$ cat src/cbdop_pkg.sv
package cbdop_pkg;

    typedef enum logic [1:0] {
        CMD_READ  = 2'd0,
        CMD_WRITE = 2'd1,
        CMD_DMA   = 2'd2
    } cmd_t;

    typedef enum logic [2:0] {
        ROUTE_RAM  = 3'd0,
        ROUTE_PPU  = 3'd1,
        ROUTE_IO   = 3'd2,
        ROUTE_CART = 3'd3,
        ROUTE_PAD  = 3'd4,
        ROUTE_NONE = 3'd5
    } route_t;

    localparam logic [15:0] DMA_START_ADDR = 16'h4014;
    localparam logic [15:0] PAD_ADDR       = 16'h4016;
    localparam logic [7:0]  PAD_TOP_BIT    = 8'h80;

    localparam int DMA_CNT_W  = 9;
    localparam int PPU_RECIP_SHIFT = 24;

    // Decoded item waiting for its work RAM read data
    typedef struct packed {
        route_t      route;
        logic [15:0] addr;
        logic        ppu;
        logic [15:0] ppu_q;
        logic        is_write;
        logic [7:0]  data;
        logic        use_ram;
        logic        oam_write;
        logic [7:0]  oam_index;
        logic        dma_busy;
    } stage_t;

    // Side effects of one item, applied when it is accepted
    typedef struct packed {
        logic ram_we;
        logic ram_re;
        logic pad_load;
        logic pad_shift;
        logic dma_start;
        logic dma_adv;
    } action_t;

endpackage

$ cat src/cbdop_decode.sv
module cbdop_decode
    import cbdop_pkg::*;
#(
    parameter int RAM_DEPTH  = 2048,
    parameter int RAM_WINDOW = 8192,
    parameter int PPU_WINDOW = 8192,
    parameter int PPU_REGS   = 8,
    parameter int IO_WINDOW  = 32,
    parameter int DMA_LENGTH = 256
) (
    input  logic [1:0]                   cmd,
    input  logic [15:0]                  addr,
    input  logic [7:0]                   wdata,
    input  logic [7:0]                   ext_data,
    input  logic [7:0]                   pad_shift,
    input  logic [7:0]                   dma_page,
    input  logic [DMA_CNT_W-1:0]         dma_count,
    output stage_t                       stage,
    output action_t                      act,
    output logic [$clog2(RAM_DEPTH)-1:0] ram_idx
);

    localparam int RAM_AW  = $clog2(RAM_DEPTH);
    localparam int RQ_BITS = $clog2((RAM_WINDOW - 1) / RAM_DEPTH + 1);
    localparam logic [16:0] RAM_END = 17'(RAM_WINDOW);
    localparam logic [16:0] PPU_END = 17'(RAM_WINDOW + PPU_WINDOW);
    localparam logic [16:0] IO_END  = 17'(RAM_WINDOW + PPU_WINDOW + IO_WINDOW);
    localparam longint unsigned PPU_RECIP = (64'd1 << PPU_RECIP_SHIFT) / PPU_REGS;

    logic [15:0] eff_addr;
    logic [16:0] eff_wide;
    logic        dma_active;
    logic [20:0] rem;
    logic [40:0] ppu_prod;

    assign dma_active = dma_count < DMA_CNT_W'(DMA_LENGTH);
    assign eff_addr   = (cmd == CMD_DMA) ? {dma_page, dma_count[7:0]} : addr;
    assign eff_wide   = {1'b0, eff_addr};

    // Work RAM mirror: restoring reduction, one shifted depth per step
    always_comb begin
        rem = 21'(eff_addr);
        for (int k = RQ_BITS - 1; k >= 0; k--) begin
            if (rem >= (21'(RAM_DEPTH) << k)) begin
                rem = rem - (21'(RAM_DEPTH) << k);
            end
        end
    end

    assign ram_idx = rem[RAM_AW-1:0];

    // Estimated picture register quotient, corrected one stage later
    assign ppu_prod = 41'(eff_addr) * 41'(PPU_RECIP);

    always_comb begin
        stage       = '0;
        stage.route = ROUTE_NONE;
        act         = '0;
        case (cmd)
            CMD_WRITE: begin
                stage.is_write = 1'b1;
                stage.data     = wdata;
                stage.addr     = eff_addr;
                if (eff_wide < RAM_END) begin
                    stage.route = ROUTE_RAM;
                    stage.addr  = 16'(ram_idx);
                    act.ram_we  = 1'b1;
                end else if (eff_wide < PPU_END) begin
                    stage.route = ROUTE_PPU;
                    stage.ppu   = 1'b1;
                    stage.ppu_q = ppu_prod[PPU_RECIP_SHIFT+15:PPU_RECIP_SHIFT];
                end else if (eff_wide < IO_END) begin
                    if (eff_addr == DMA_START_ADDR) begin
                        stage.route   = ROUTE_NONE;
                        act.dma_start = 1'b1;
                    end else if (eff_addr == PAD_ADDR) begin
                        stage.route  = ROUTE_PAD;
                        act.pad_load = 1'b1;
                    end else begin
                        stage.route = ROUTE_IO;
                    end
                end else begin
                    stage.route = ROUTE_CART;
                end
            end
            CMD_READ, CMD_DMA: begin
                if (cmd == CMD_READ || dma_active) begin
                    stage.addr = eff_addr;
                    stage.data = ext_data;
                    if (eff_wide < RAM_END) begin
                        stage.route   = ROUTE_RAM;
                        stage.addr    = 16'(ram_idx);
                        stage.use_ram = 1'b1;
                        act.ram_re    = 1'b1;
                    end else if (eff_wide < PPU_END) begin
                        stage.route = ROUTE_PPU;
                        stage.ppu   = 1'b1;
                        stage.ppu_q = ppu_prod[PPU_RECIP_SHIFT+15:PPU_RECIP_SHIFT];
                    end else if (eff_wide < IO_END && eff_addr == PAD_ADDR) begin
                        stage.route   = ROUTE_PAD;
                        stage.data    = {7'd0, |(pad_shift & PAD_TOP_BIT)};
                        act.pad_shift = 1'b1;
                    end else if (eff_wide < IO_END) begin
                        stage.route = ROUTE_IO;
                    end else begin
                        stage.route = ROUTE_CART;
                    end
                    if (cmd == CMD_DMA) begin
                        stage.oam_write = 1'b1;
                        stage.oam_index = dma_count[7:0];
                        stage.dma_busy  = 1'b1;
                        act.dma_adv     = 1'b1;
                    end
                end
            end
            default: begin
                stage.route = ROUTE_NONE;
            end
        endcase
    end

endmodule

$ cat config.mk
export PLATFORM = sky130hd
export DESIGN_NAME = cbdop_decode
export DESIGN_NICKNAME = d
export VERILOG_FILES = /design/src/cbdop_pkg.sv /design/src/cbdop_decode.sv
export SDC_FILE = /design/constraint.sdc
export NUM_CORES = 1
export LEC_CHECK = 0
export ABC_AREA = 1
export BUFFER_PORTS_ARGS = -buffer_cell sky130_fd_sc_hd__buf_2
export CAP_MARGIN = 25
export CELL_PAD_IN_SITES_DETAIL_PLACEMENT = 1
export CELL_PAD_IN_SITES_GLOBAL_PLACEMENT = 1
export CORE_MARGIN = 2
export CORE_UTILIZATION = 18
export DETAILED_ROUTE_END_ITERATION = 10
export GPL_TIMING_DRIVEN = 0
export PLACE_DENSITY_LB_ADDON = 0.1
export SLEW_MARGIN = 20
export SYNTH_ARGS = -nofsm -noshare
export SYNTH_HDL_FRONTEND = slang
export SYNTH_SLANG_ARGS = --single-unit
$ cat constraint.sdc
create_clock -name vclk -period 2.7
set_input_delay 0.81 -clock vclk [all_inputs]
set_output_delay 0.81 -clock vclk [all_outputs]
set_load 0.1 [all_outputs]
==> results of run 1 <==
-- worst max-delay path, cell delays in order --
cell,delay (ns)
buf_12,0.11
clkinv_4,0.05
nor2_4,0.17
buf_8,0.16
nand2_2,0.07
nand2_4,0.09
nand2_2,0.07
nor2_4,0.13
buf_6,0.11
nand3_1,0.11
nand2_1,0.12
inv_1,0.04
nand4_1,0.12
buf_12,0.19
-- cell type report --
class | count | area share
multi-input combinational | 199 | 0.483
tap | 77 | 0.0224
timing repair buffer | 157 | 0.392
buffer | 18 | 0.0631
inverter | 38 | 0.0395
-- timing repair --
action	in CTS	in global routing
pin swaps	39	35
resized for setup	231	113
buffers inserted	26	11
setup endpoints to repair	66	54
cloned	3	0
-- synthesized netlist by cell type (2+ instances only) --
library cell	n	area share
buf_2	2	0.0084
nand2_2	19	0.10
buf_4	8	0.050
nand4_1	4	0.021
o21ai_0	2	0.0084
clkbuf_1	2	0.0063
inv_1	35	0.11
buf_6	5	0.047
nand3_1	20	0.084
inv_2	2	0.0063
nand3_2	2	0.017
nor3_1	8	0.034
nor2_1	46	0.14
nor2_2	6	0.032
nand2_1	79	0.25
-- final timing paths --
kind               startpoint   endpoint  slack (ns)
setup / recovery       cmd[1]  stage[53]       -0.49
hold / removal    ext_data[3]  stage[14]        2.02
-- power groups by stage --
| stage | clock network, mW | logic, mW | registers (mW) |
|---|---|---|---|
| 2_1_floorplan | 0 | 0.761 | 0 |
| 3_3_place_gp | 0 | 0.896 | 0 |
| 3_5_place_dp | 0 | 0.902 | 0 |
| 4_1_cts | 0 | 1.10 | 0 |
| 5_1_grt | 0 | 1.28 | 0 |
| 6_report | 0 | 1.23 | 0 |
-- cells by family after synthesis --
group | count (synthesis) | synth area share
other | 1 | 0.00315
AO/OA/AOI/OAI | 4 | 0.0231
buffers and inverters | 56 | 0.237
AND/OR/NAND/NOR | 189 | 0.736
-- stage by stage --
| step | setup WS [ns] | setup TNS (ns) |
|---|---|---|
| finish | -0.490 | -12.82 |
| CTS | -0.453 | -12.40 |
| detailed placement | -0.996 | -31.30 |
| global placement | -1.01 | -33.97 |
| floorplan | -1.17 | -24.85 |
| global route | -0.585 | -15.78 |
-- per-layer routing --
| layer | up-vias | global-route usage | wire (um) |
|---|---|---|---|
| met1 | 1064 | 0.242 | 3030 |
| met5 | - | 0 | 0 |
| met2 | 70 | 0.421 | 5250 |
| met3 | 11 | 0.0204 | 325 |
| met4 | 0 | 0.0346 | 161 |
| li1 | 1073 | - | - |
==> key figures, run 1 <==
Cells and area
  – Final instance area: 4300 um2
  – Fill count: 695
  – Most common cell after layout, fill and taps aside: buf_2
  – Fin nets: 473
  – Fin cells: 489
  – Final-layout clock buffer total: 0
  – Seq_cells: 0
  – Ant. Diodes: 0
  – Layout cells sized above 1: 0.833
  – Multi-input gate area: 2080 um2
  – Fin util: 0.674
  – Area growth from synthesis to layout: 261%
  – Register area: 0 um2
  – Most frequent cells in the layout: buf_2, buf_12, nor2_4, buf_4, nand2_2

Pwr
  – Pwr Total: 1.23 mW
  – Max VDD drop: ~0.2 mV
  – Share of total power in sequential cells: 0
  – Switching Share: 0.673
  – Int Power: 0.404 mW
  – Sw Pwr: approximately 0.83 mW
  – Clock share of power: 0
  – LEAKAGE: just under 2 nW
  – Power Dens Cells: about 290 nW/um2
  – Combinational power share: 1.000

Worst hold path
  – Worst min-delay path class: in -> out
  – Hold Crit Depth: 4

Synth
  – Syn Area/Cell: 4.76 um2
  – Yosys synthesis warning count: 0
  – Post-synthesis sequential area ratio: 0
  – Distinct cells, synth: 25
  – Mapped Area: 1190 um2
  – Mapped Cells: 250

Placement
  – Cells after DPL: 450
  – Placed inst area: 2680 um2
  – Post-DP HPWL: 5140 um
  – GPL Wtd Cong: 0.783
  – Port Buf Inserts: 119

Setup path
  – WP data required: 1.89 ns
  – Critical path type: in -> out
  – CP endpoint kind: output port
  – Crit path max fanout: 5
  – Worst setup SP type: input port
  – Crit path DAT: ~2.4 ns

Timing
  – Relative slew margins: 0.662
  – Max-slew violations: 0
  – Final worst slack: -0.490 ns
  – Hold Vio Cnt, Final: 0
  – Min Hold Slack: just over 2 ns
  – Setup violations, final: 44
  – Fin crit share: 1.18
  – RSZ-0062 raised after global routing: yes
  – Tightest Pin Transition: 0.502 ns
  – Max frequency: 314 MHz
  – Post-layout min period: between 3 and 4 ns

Route
  – DR WL/cell: 17.9 um
  – Vias per std cell: 4.54
  – Via count: 2218
  – 1st-iter DRT viols: 31
  – Antenna viol nets, final: 0
  – DRC: 0
  – DRT Wirelength: 8770 um
  – Drt first pass iters: 4

Global routing
  – First-pass GRT wire length: ~12000 um
  – Antenna violations before repair: 0
  – Largest net degree at the start of global routing: 11
  – Tot GR Track Use: 0.211
  – Grt total ovfl: 0
  – Vias in the first global route: 2393

Clock network
  – # hold bufs at CTS: 0

Floorplanning
  – Top-Level Pins: 132
  – Die area: 7280 um2
  – Core Box Area: 6390 um2
  – # rows: 29
  – Die Span Y: 85.3 um
  – Initial core utilization: 0.187
  – Die W: 85.3 um

Outcome
  – Status: complete, but fails checks
  – Violated checks: negative setup slack

Job
  – Max_cap viols: 0
Note: power is estimated with default switching activity, not from simulation.
==> run 2, diff against run 1 <==
--- a/config.mk
+++ b/config.mk
@@ -14,7 +14,7 @@
 export CORE_UTILIZATION = 18
 export DETAILED_ROUTE_END_ITERATION = 10
 export GPL_TIMING_DRIVEN = 0
-export PLACE_DENSITY_LB_ADDON = 0.1
+export PLACE_DENSITY = 0.92
 export SLEW_MARGIN = 20
 export SYNTH_ARGS = -nofsm -noshare
 export SYNTH_HDL_FRONTEND = slang
==> run 2 against run 1 <==
Against the previous run:
- the flow still finishes with violations (negative setup slack)
- setup slack worse by 0.044 ns
- final cell count down 1.2%
- clock-buffer cell count unchanged
- flip-flop and latch count unchanged
- cell area down 9.6%
- maximum frequency down 1.4%
- utilization down 6.5 points
- wire length up 8.0%
- die area unchanged
==> key figures, run 2 (synthesized netlist as in run 1, its figures left out) <==
Timing
  – Max frequency: 309 MHz
  – Setup violations, final: 45
  – RSZ-0062 raised after global routing: yes
  – Post-layout min period: 3.23 ns
  – Min Hold Slack: 2.03 ns
  – Hold Vio Cnt, Final: 0
  – Fin crit share: 1.20
  – Final worst slack: -0.534 ns
  – Max-slew violations: 0

Pwr
  – LEAKAGE: 1.85 nW
  – Pwr Total: 1.15 mW
  – Power Dens Cells: 295 nW/um2
  – Max VDD drop: 0.207 mV

Global routing
  – Tot GR Track Use: 0.249
  – First-pass GRT wire length: 14300 um
  – Grt total ovfl: 0
  – Antenna violations before repair: 0
  – Largest net degree at the start of global routing: 11
  – Vias in the first global route: between 2000 and 3000

Worst hold path
  – Worst min-delay path class: in -> out
  – Hold_sp: ext_data[7]

Floorplanning
  – # rows: 29
  – Die Span Y: 85.3 um
  – Die area: 7280 um2
  – Die W: between 80 and 90 um
  – Top-Level Pins: between 100 and 150
  – Initial core utilization: 0.187
  – Core Box Area: 6390 um2

Outcome
  – Violated checks: negative setup slack
  – Status: complete, but fails checks

Cells and area
  – Seq_cells: 0
  – Layout cells sized above 1: 0.783
  – Most common cell after layout, fill and taps aside: buf_2
  – Most frequent cells in the layout: buf_2, buf_4, buf_12, nor2_4, nand2_1
  – Fin nets: about 470
  – Final-layout clock buffer total: 0
  – Area growth from synthesis to layout: 226%
  – Ant. Diodes: 0
  – Register area: 0 um2
  – Final instance area: 3890 um2

Route
  – Via count: 2311
  – Antenna viol nets, final: 0
  – DRT Wirelength: around 9500 um
  – DR WL/cell: about 20 um
  – Drt first pass iters: 6
  – DRC: 0
  – Vias per std cell: around 4.8
  – 1st-iter DRT viols: 56

Setup path
  – Crit path DAT: between 2 and 2.5 ns
  – CP endpoint kind: output port
  – Crit path max fanout: 7
  – Slowest CP cell: nand4_1
  – CP max stage delay: 0.17 ns
  – Critical path type: in -> out
  – Crit path from: cmd[1]
  – Worst setup SP type: input port
  – WP data required: 1.89 ns
  – CP cell instances: buf_12, inv_4, nor2_4, buf_12, buf_8, nand2_4, nand2_4, nor2_4, nand2_2, nor2_4, buf_12, nand2_4, nand4_1, nand2_4, buf_12

Placement
  – Port Buf Inserts: 119
  – Post-DP HPWL: 5660 um
  – Placed inst area: 2680 um2
  – GPL Wtd Cong: around 0.75

Job
  – Max_cap viols: 0
run 2: cell count changes in the layout (fill, tap and decap cells not counted), sizes merged:
| cell | before | now |
|---|---|---|
| buf | 169 | 163 |
| clkbuf | 6 | 5 |
| clkinv | 2 | 1 |
| inv | 36 | 37 |
| nand2 | 99 | 100 |
run 2: critical path, delay by kind of cell:
kind,cells,cell delay (ns)
buf+inv,6,0.71
simple gates,9,0.88
run 2: area by class of cell:
cell class         count  area (um2)
fillers              743        2500
multi-input cells    200        1890
repair buffers       150        1490
well taps             77        96.3
inverters             38         168
plain buffers         18         250
run 2: through the flow:
stage                util  setup slack, ns  instances  setup TNS (ns)
floorplan               -            -1.17        254          -24.85
global placement    0.420            -1.02        450          -32.41
detailed placement  0.420           -0.961        450          -31.11
CTS                 0.587           -0.457        480          -12.66
global route        0.609           -0.625        483          -18.37
finish              0.609           -0.534        483          -15.78
run 2: layer usage:
layer,vias up,track usage,share of wire
li1,1063,-,-
met1,1151,0.283,0.36
met2,79,0.496,0.58
met3,18,0.0195,0.039
met4,0,0.0548,0.025
met5,-,0,0
run 2: what timing repair did:
item	4_1_cts	5_1_grt
cloned	4	0
pin swaps	34	26
hold endpoints to repair	0	0
gates resized for setup	208	32
endpoints found under the setup margin	64	52
setup buffers	26	3
hold buffers	0	0
run 2: final timing paths:
| kind | cells after the start | end | slack, ns |
|---|---|---|---|
| worst min-delay path | 4 | stage[18] | 2.03 |
| worst max-delay path | 15 | stage[54] | -0.53 |
run 2: power breakdown:
group | internal, mW | switching (mW)
clock network | 0 | 0
registers | 0 | 0
logic | 0.342 | 0.807
total | 0.342 | 0.807
==> run 3, diff against run 2 <==
--- a/config.mk
+++ b/config.mk
@@ -8,13 +8,13 @@
 export ABC_AREA = 1
 export BUFFER_PORTS_ARGS = -buffer_cell sky130_fd_sc_hd__buf_2
 export CAP_MARGIN = 25
-export CELL_PAD_IN_SITES_DETAIL_PLACEMENT = 1
-export CELL_PAD_IN_SITES_GLOBAL_PLACEMENT = 1
+export CELL_PAD_IN_SITES_DETAIL_PLACEMENT = 0
+export CELL_PAD_IN_SITES_GLOBAL_PLACEMENT = 2
 export CORE_MARGIN = 2
-export CORE_UTILIZATION = 18
+export CORE_UTILIZATION = 12
 export DETAILED_ROUTE_END_ITERATION = 10
 export GPL_TIMING_DRIVEN = 0
-export PLACE_DENSITY = 0.92
+export PLACE_DENSITY = 0.9
 export SLEW_MARGIN = 20
 export SYNTH_ARGS = -nofsm -noshare
 export SYNTH_HDL_FRONTEND = slang
==> run 3 against run 2 <==
Against the previous run:
- largest power group unchanged
- flip-flop and latch count is the same
- die area grew 47%
- the flow still finishes with violations (negative setup slack)
- critical path type unchanged
- total power grew 6.1%
- highest routed layer unchanged
- via count shrank 6.4%
==> key figures, run 3 (synthesized netlist as in run 1, its figures left out) <==
Cells and area
  – Most frequent cells in the layout: buf_2, buf_12, nor2_4, buf_4, nand2_2
  – Final instance area: 4340 um2
  – Register area: 0 um2
  – Layout cells sized above 1: 0.833
  – Area growth from synthesis to layout: 265%
  – Fin util: 0.448
  – Final-layout clock buffer total: 0
  – Most common cell after layout, fill and taps aside: buf_2
  – Fin nets: 473
  – Ant. Diodes: 0
  – Seq_cells: 0

Floorplanning
  – Initial core utilization: 0.123
  – Die W: slightly above 100 um
  – Die area: 10700 um2
  – Core Box Area: approximately 9700 um2
  – # rows: 36
  – Die Span Y: 104 um
  – Top-Level Pins: 132

Route
  – DRT Wirelength: 7870 um
  – DRC: 0
  – 1st-iter DRT viols: between 80 and 90
  – Vias per std cell: around 4.0
  – DR WL/cell: 14.4 um
  – Drt first pass iters: 4
  – Antenna viol nets, final: 0
  – Via count: ~2200

Clock network
  – # hold bufs at CTS: 0

Job
  – Max_cap viols: 0

Pwr
  – Max VDD drop: 0.136 mV
  – Share of total power in sequential cells: 0
  – Combinational power share: 1.000
  – Clock share of power: 0
  – Switching Share: 0.673
  – Int Power: 0.399 mW
  – Sw Pwr: 0.820 mW
  – LEAKAGE: 1.92 nW
  – Power Dens Cells: 281 nW/um2

Setup path
  – CP endpoint kind: output port
  – Critical path type: in -> out
  – Crit path max fanout: 8
  – Worst setup SP type: input port
  – Crit path DAT: 2.33 ns
  – WP data required: 1.89 ns

Worst hold path
  – Hold Crit Depth: 4
  – Hold_sp: ext_data[7]
  – Worst min-delay path class: in -> out
  – End of the worst hold path: stage[18]

Timing
  – Post-layout min period: 3.14 ns
  – Setup violations, final: 35
  – Max-slew violations: 0
  – RSZ-0062 raised after global routing: yes
  – Hold Vio Cnt, Final: 0
  – Max frequency: around 320 MHz
  – Final worst slack: -0.444 ns
  – Fin crit share: 1.16

Placement
  – Post-DP HPWL: between 5000 and 6000 um
  – Port Buf Inserts: 119
  – Pre-CTS setup slack: -0.985 ns
  – GPL Wtd Cong: 0.760
  – Placed inst area: 2750 um2

Outcome
  – Status: complete, but fails checks
  – Violated checks: negative setup slack

Global routing
  – Tot GR Track Use: 0.128
  – Antenna violations before repair: 0
  – Vias in the first global route: 2077
  – Grt total ovfl: 0
  – Largest net degree at the start of global routing: 11
  – First-pass GRT wire length: between 10000 and 15000 um
==> run 3: worst max-delay path by stage <==
| stage | startpoint | end | depth (start not counted) |
|---|---|---|---|
| 2_1_floorplan | cmd[1] | stage[21] | 10 |
| 3_3_place_gp | dma_count[8] | stage[55] | 7 |
| 3_5_place_dp | cmd[0] | stage[10] | 12 |
| 4_1_cts | cmd[0] | stage[11] | 13 |
| 5_1_grt | cmd[1] | stage[11] | 13 |
| 6_report | cmd[0] | stage[11] | 14 |
==> run 3: power groups by stage <==
| stage | Combinational [mW] | Clock [mW] | Sequential, mW |
|---|---|---|---|
| 2_1_floorplan | 0.761 | 0 | 0 |
| 3_3_place_gp | 0.898 | 0 | 0 |
| 3_5_place_dp | 0.904 | 0 | 0 |
| 4_1_cts | 1.05 | 0 | 0 |
| 5_1_grt | 1.26 | 0 | 0 |
| 6_report | 1.22 | 0 | 0 |
==> run 3: routing by layer <==
layer,routed length [um],track usage,vias up
li1,-,-,1074
met2,4460,0.254,62
met4,112,0.0106,0
met3,371,0.0208,10
met1,2930,0.147,1017
met5,0,0,-
==> run 3: what timing repair did <==
item | CTS | global route
setup endpoints to repair | 65 | 52
pin swaps | 12 | 48
gates resized for setup | 196 | 137
cloned | 2 | 2
setup buffers | 10 | 25
==> run 3: final cells by class <==
cell class	instances	area, um2
buffer	18	259
fill	907	5340
inverter	38	168
multi-input combinational	199	2080
tap	133	166
timing repair buffer	157	1670
==> run 3: critical path, stage by stage <==
cell and delay (ns):
buf_12 0.10, clkinv_8 0.06, buf_8 0.12, buf_12 0.14, nand3_2 0.06, nand2_2 0.08
nor2_4 0.08, nand2_2 0.06, nor2_4 0.13, buf_12 0.15, nand3_4 0.16, nand3_4 0.11
nand3_4 0.08, buf_12 0.17
==> run 3: metrics by stage <==
stage / hold slack, ns / instances / TNS (ns) / total power, mW
global route: 2.03 / 545 / -13.82 / 1.26
CTS: 2.00 / 518 / -12.96 / 1.05
finish: 2.02 / 545 / -11.10 / 1.22
detailed placement: 2.14 / 506 / -30.40 / 0.904
floorplan: 1.83 / 254 / -24.85 / 0.761
global placement: 2.13 / 506 / -33.47 / 0.898
